### config.mk
export PLATFORM = sky130hd
export DESIGN_NAME = krt_cell
export DESIGN_NICKNAME = d
export VERILOG_FILES = /design/src/rtl/core/krt_pkg.sv /design/src/rtl/core/krt_cell.sv
export SDC_FILE = /design/constraint.sdc
export NUM_CORES = 1
export LEC_CHECK = 0
export BUFFER_PORTS_ARGS = -buffer_cell sky130_fd_sc_hd__buf_2
export CAP_MARGIN = 20
export CORE_AREA = 2 2 139 141
export CTS_BUF_LIST = sky130_fd_sc_hd__clkbuf_4 sky130_fd_sc_hd__clkbuf_8 sky130_fd_sc_hd__clkbuf_16
export DETAILED_ROUTE_END_ITERATION = 10
export DIE_AREA = 0 0 141 143
export HOLD_SLACK_MARGIN = 0.06
export MAX_ROUTING_LAYER = met4
export PLACE_DENSITY = 0.53
export SYNTH_ARGS = -nofsm -noshare
export SYNTH_HDL_FRONTEND = slang
export SYNTH_SLANG_ARGS = --single-unit
### constraint.sdc
create_clock -name clk -period 2.8 [get_ports clk]
set_input_delay 0.14 -clock clk [delete_from_list [all_inputs] [get_ports clk]]
set_output_delay 0.14 -clock clk [all_outputs]
set_load 0.03 [all_outputs]
### src/rtl/core/krt_pkg.sv
// krt_pkg: shared types, codes and widths for the keyed record table.
// No dependencies.
`timescale 1ns / 1ps

package krt_pkg;

  localparam int KEY_W        = 31;
  localparam int AMT_W        = 32;
  localparam int SUM_W        = 37;
  localparam int FUNC_W       = 2;
  localparam int STATUS_W     = 3;
  localparam int IN_DATA_W    = 64;
  localparam int OUT_DATA_W   = 104;
  localparam int CAPACITY_DEF = 32;

  localparam logic [FUNC_W-1:0] FN_INSERT = 2'd0;
  localparam logic [FUNC_W-1:0] FN_REMOVE = 2'd1;
  localparam logic [FUNC_W-1:0] FN_SEARCH = 2'd2;
  localparam logic [FUNC_W-1:0] FN_LIST   = 2'd3;

  localparam logic [STATUS_W-1:0] ST_OK       = 3'd0;
  localparam logic [STATUS_W-1:0] ST_DUP      = 3'd1;
  localparam logic [STATUS_W-1:0] ST_NOTFOUND = 3'd2;
  localparam logic [STATUS_W-1:0] ST_FULL     = 3'd3;
  localparam logic [STATUS_W-1:0] ST_EMPTY    = 3'd4;

  typedef struct packed {
    logic [KEY_W-1:0] key;
    logic [AMT_W-1:0] amount;
  } rec_t;

  // chain command broadcast to every cell
  typedef enum logic [1:0] {
    CMD_HOLD,
    CMD_PUSH,   // take record from the cell in front (insert at head)
    CMD_PULL,   // at or behind the hit, take record from the cell behind
    CMD_ROT     // rotate valid records toward the head
  } cmd_t;

endpackage

### src/rtl/core/krt_cell.sv
// krt_cell: one slot of the record chain; compares its key and shifts
// records with its neighbors. Depends on krt_pkg.
`timescale 1ns / 1ps

module krt_cell (
  input  logic                    clk,
  input  krt_pkg::cmd_t           cmd,
  input  logic                    vld,
  input  logic                    vld_next,
  input  logic [krt_pkg::KEY_W-1:0] key_q,
  input  krt_pkg::rec_t           prev_rec,
  input  krt_pkg::rec_t           next_rec,
  input  krt_pkg::rec_t           head_rec,
  input  logic                    hit_in,
  input  logic [krt_pkg::AMT_W-1:0] amt_in,
  output krt_pkg::rec_t           rec,
  output logic                    hit_out,
  output logic [krt_pkg::AMT_W-1:0] amt_out
);

  logic match;

  assign match   = vld && (rec.key == key_q);
  assign hit_out = hit_in | match;
  assign amt_out = amt_in | (match ? rec.amount : '0);

  always_ff @(posedge clk) begin
    unique case (cmd)
      krt_pkg::CMD_PUSH: rec <= prev_rec;
      krt_pkg::CMD_PULL: begin
        if (hit_out) rec <= next_rec;
      end
      krt_pkg::CMD_ROT: rec <= vld_next ? next_rec : head_rec;
      default: rec <= rec;
    endcase
  end

endmodule

== Yosys cells after proc, flatten, opt, wreduce, memory -nomap -nowiden ==
Index checks and enable logic that the tools add are counted.

* Eq/ne operators: 5
* Multiplexer cells: 4
* Bitwise gates (word level): 2
* Reduce and logical (&&, ||, !) cells: 3

{| class="wikitable"
|+ Operators by type and width
! operator !! number
|-
| one-hot mux 63 bit (3 select lines) || 1
|-
| two-way mux 63 bit || 2
|-
| two-way mux 32 bit || 1
|-
| bitwise OR 32 bit || 1
|-
| == test 31 bit || 1
|-
| == test 2 bit, second input constant || 2
|-
| nonzero test 3 bit || 1
|-
| == test 2 x 1 -> 1 bit, second input constant || 1
|-
| != test 2 bit, second input constant || 1
|-
| AND reduction 2 bit || 1
|-
| logical AND 1 bit || 1
|-
| bitwise OR 1 bit || 1
|}

* Bits in registers: 63
* Input port bits: 258
* Output and inout port bits: 96
* Logic and storage cells: 16

== Longest topological paths before layout ==
* Depth after elaboration: 5
* Gate-level depth with buffers: 7

== Worst setup path before layout ==
OpenSTA, ideal clock, no wires.

* Path type: reg2reg
* Start point: register rec[38] (netlist bit)
* End point: register rec[0] (netlist bit) (enable)
* Arrival: 2,269 ps
* Data required time: 2,407 ps
* Path slack: 139 ps
* Cell stages (with the launch flop): 7
* Path buffers: 1
* Cells stage by stage: edfxtp_1 nand2b_1 o2111ai_1 a2111oi_1 and4_1 buf_6 o22a_2

* Word-level cells in the longest chain between the ends: 5

{| class="wikitable"
|+ Ends and longest elaborated chain
! element !! RTL line !! RTL
|-
| from (decl) || krt_cell.sv:16 || <nowiki>output krt_pkg::rec_t rec,</nowiki>
|-
| from (signal assigned) || krt_cell.sv:29 || <nowiki>krt_pkg::CMD_PUSH: rec <= prev_rec;</nowiki>
|-
| from (signal assigned) || krt_cell.sv:31 || <nowiki>if (hit_out) rec <= next_rec;</nowiki>
|-
| from (signal assigned) || krt_cell.sv:33 || <nowiki>krt_pkg::CMD_ROT: rec <= vld_next ? next_rec : head_rec;</nowiki>
|-
| == test 31 bit || krt_cell.sv:23 || <nowiki>assign match = vld && (rec.key == key_q);</nowiki>
|-
| logical AND 1 bit || krt_cell.sv:23 ||
|-
| bitwise OR 1 bit || krt_cell.sv:24 || <nowiki>assign hit_out = hit_in | match;</nowiki>
|-
| != test 2 bit (no source line) || -- ||
|-
| AND reduction 2 bit (no source line) || -- ||
|}

No other way between the ends.
A chain may end at the register's enable or synchronous reset.

== Final worst setup path ==
* Start point: register rec[56] (netlist bit)
* End point: output port amt_out[5] (netlist bit)

* Word-level cells in the longest chain between the ends: 4

{| class="wikitable"
|+ Ends and longest elaborated chain
! element !! RTL line !! RTL
|-
| == test 31 bit || krt_cell.sv:23 ||
|-
| logical AND 1 bit || krt_cell.sv:23 ||
|-
| two-way mux 32 bit || krt_cell.sv:25 || <nowiki>assign amt_out = amt_in | (match ? rec.amount : '0);</nowiki>
|-
| bitwise OR 32 bit || krt_cell.sv:25 ||
|-
| to (decl) || krt_cell.sv:18 || <nowiki>output logic [krt_pkg::AMT_W-1:0] amt_out</nowiki>
|}

No other way between the ends.

==> flow_metrics.env <==
export IMPL_status="completed"
export IMPL_max_clock_freq_mhz=380
export IMPL_async_reset_ff_share_pct=0
export IMPL_num_antenna_cells=0
export IMPL_number_of_antenna_violations_at_the_first_check_in_global_routing=0
export IMPL_synth_area_mm2=0.00384
export IMPL_die_area_mm2=0.0202
export IMPL_postSynthAreaPerCell_um2=10.7
export IMPL_post_route_cells_drive_above_1_share_pct=53.8
export IMPL_power_share_clock_pct=30.4
export IMPL_fin_total_pwr_mw=3.20
export IMPL_max_slew_margin_pct=55.9
export IMPL_cell_internal_pwr_mw=2.16
export IMPL_maxSlewViolCount=0
export IMPL_place_congestion=0.759
export IMPL_yosys_warnings=0
export IMPL_top_register="rec"
export IMPL_hpwlAfterDp_um=12100
export IMPL_ys_seq_area_share_pct=49.2
export IMPL_portion_of_total_power_attributed_to_sequential_cells_pct=39.7
export IMPL_arrival_ns=2.49
export IMPL_worst_slew_pin_slew_ns=0.655
export IMPL_groute_usage_overall_pct=13.8
export IMPL_hold_ws_ns=0.129
export IMPL_path_clk_slew_ns=0.05
export IMPL_cts_root_cell="clkbuf_16"
export IMPL_portBuffers=353
export IMPL_critical_path_startpoint_type="flip-flop"
export IMPL_grt_pass1_wl_um=20200
export IMPL_first_iter_violations=149
export IMPL_cap_viol_max_count=0
export IMPL_drtPass1Iterations=4
export IMPL_postRouteWirelength_um=14400
export IMPL_timing_worst_setup_path_type="flip-flop to primary output"
export IMPL_fin_tns_setup_ns=0
export IMPL_net_switching_power_mw=1.04
export IMPL_setup_worst_path_end_class="primary output"
export IMPL_core_rowCount=50
export IMPL_report_final_hold_viol_count=0
export IMPL_wl_per_cell_um=15.3
export IMPL_clock_path_buffers=2
export IMPL_library_cell_with_the_largest_summed_area_after_synthesis="edfxtp_1"
export IMPL_ys_ff_latch=63
export IMPL_finClkSkew_ns=0.00766
export IMPL_crit_path_max_incr_delay_ns=0.60
export IMPL_reg2reg_from="rec[56]$_DFFE_PP_"
export IMPL_tritoncts="yes"
export IMPL_first_global_vias=3835
export IMPL_gr_total_overflow=0
export IMPL_power_density_cell_area_mw_per_mm2=521
export IMPL_vertical_die_dimension_um=143
export IMPL_setup_ws_ns=0.166
export IMPL_place_ws_ns=0.0528
export IMPL_worstPathCellList="xor2_1, nor4_1, and4_2, buf_8, a21o_1, buf_2"
export IMPL_postSynthNetCount=616
export IMPL_grt_setup_unrepaired="no"
export IMPL_syn_to_final_growth_pct=59.9
export IMPL_timing_final_crit_period_ns=2.63
export IMPL_hold_path_class="input pin to flip-flop"
export IMPL_clock_sinks=63
export IMPL_critical_path_startpoint="rec[56]$_DFFE_PP_"
export IMPL_synthesis_instances=358
export IMPL_ys_flop_type="edfxtp_1"
export IMPL_netSwitchingFraction_pct=32.4
export IMPL_comb_power_share_pct=29.9
export IMPL_route_detailed_vias_per_inst=4.22
export IMPL_drc=0
export IMPL_fp_dieW_um=141
export IMPL_synthTopCellsByArea="edfxtp_1 (49%), mux2i_1 (16%), a21oi_1 (8.2%)"
export IMPL_floorplan_core_area_mm2=0.0186
export IMPL_clock_latency_ns=0.33
export IMPL_grt_start_max_net_pins=81
export IMPL_drtAntennaViolNets=0
export IMPL_synth_edf_count=63
export IMPL_num_io_pins=354
export IMPL_synth_top_area_share_pct=49.2
export IMPL_worst_endpoint_required_ns=2.66
export IMPL_initial_core_util_pct=20.7
export IMPL_irDropWorstVdd_uv=266
export IMPL_finish_utilization_pct=33.1
export IMPL_tritoncts_num_buffers=9
export IMPL_timing_final_setup_violations=0
export IMPL_period_share_pct=94.1
export IMPL_clock_tree_htree_level_count=3
export IMPL_largest_register_ffs=63
export IMPL_top_registers="rec: 63 flops"
export IMPL_leakage_component_of_the_power_nw=3.27
export IMPL_holdCritStartpoint="prev_rec[45]"
export IMPL_layout_nets=961
export IMPL_critical_path_slowest_cell="nor4_1"
export IMPL_synth_cell_types=23
export IMPL_timing_critical_path_fanout_max=33
export IMPL_yosys_top_cells_count="a21oi_1 (63), edfxtp_1 (63), mux2i_1 (63), nor2_1 (63), a21o_1 (30)"
export IMPL_num_vias=3965
[layer usage]
layer,vias up,wire (um),GRT usage [%]
li1,2004,-,-
met1,1736,5730,15.6
met2,212,7360,24.1
met3,13,1090,3.69
met4,0,210,4.05
met5,-,0,-
[logic make-up (layout without fill, tap and decap cells)]
logic type	Yosys count	count (layout)	synth area share [%]
and+or+nand+nor	77	77	8.50
muxes	63	63	16.4
AOI/OAI and AO/OA	99	99	15.4
buffers and inverters	28	376	4.04
xor gates and xnor gates	28	28	6.38
DFF	63	63	49.2
[final timing paths]
check / end / slack (ns) / depth (start not counted)
worst max-delay path: amt_out[5] / 0.17 / 6
worst min-delay path: rec[45]$_DFFE_PP_ / 0.13 / 3
worst max register to register: rec[53]$_DFFE_PP_ / 0.33 / 5
worst min register to register: rec[19]$_DFFE_PP_ / 1.31 / 3
[cells in the final DEF, fill, tap and decap left out]
master	count
buf_8	1
nor4_1	2
edfxtp_1	63
or2_2	2
clkinv_1	2
xor2_1	8
mux2i_1	63
nand2b_1	2
clkbuf_4	2
inv_1	3
o22a_2	1
a21o_2	2
o22ai_1	1
a2111oi_2	1
nand2b_4	1
a21oi_1	63
a21o_1	30
buf_12	4
and4_2	1
clkbuf_16	9
nand4_1	5
buf_4	2
o2111ai_1	1
nor2_1	63
clkinv_2	1
xnor2_1	20
buf_2	352
nor4_4	1
[worst max-delay path, delay by kind of cell (launching register included)]
family | cells | cell delay [ns]
simple gates | 2 | 0.99
buf+inv | 2 | 0.43
flops | 1 | 0.40
xor+xnor | 1 | 0.18
compound gates | 1 | 0.15
[area by class of cell]
cell class	count	area (um^2)
repair buffers	359	1870
well taps	234	293
flip-flops and latches	63	1890
multi-input cells	267	1820
clock inverters	3	12.5
inverters	3	11.3
clock buffers	11	240
fillers	1969	12400
[power groups by stage]
stage	clock network, mW	registers [mW]	logic (mW)
after global placement	0	1.29	0.964
final	0.974	1.27	0.956
after CTS	1.01	1.27	0.974
after global routing	1.06	1.29	1.03
after detailed placement	0	1.29	0.968
after floorplan	0	1.52	0.313
[through the flow]
| step | cell area [um^2] | cells |
|---|---|---|
| finish | 6140 | 940 |
| global route | 6140 | 940 |
| CTS | 6140 | 940 |
| detailed placement | 5860 | 926 |
| global placement | 5860 | 926 |
| floorplan | 3840 | 358 |
[timing repair]
action	CTS	global route
setup buffers	0	0
hold buffers	0	0
endpoints found under the setup margin	33	22
pin swaps	0	0
gates resized for setup	4	1
hold endpoints to repair	0	0
(Power assumes the default switching activity.)
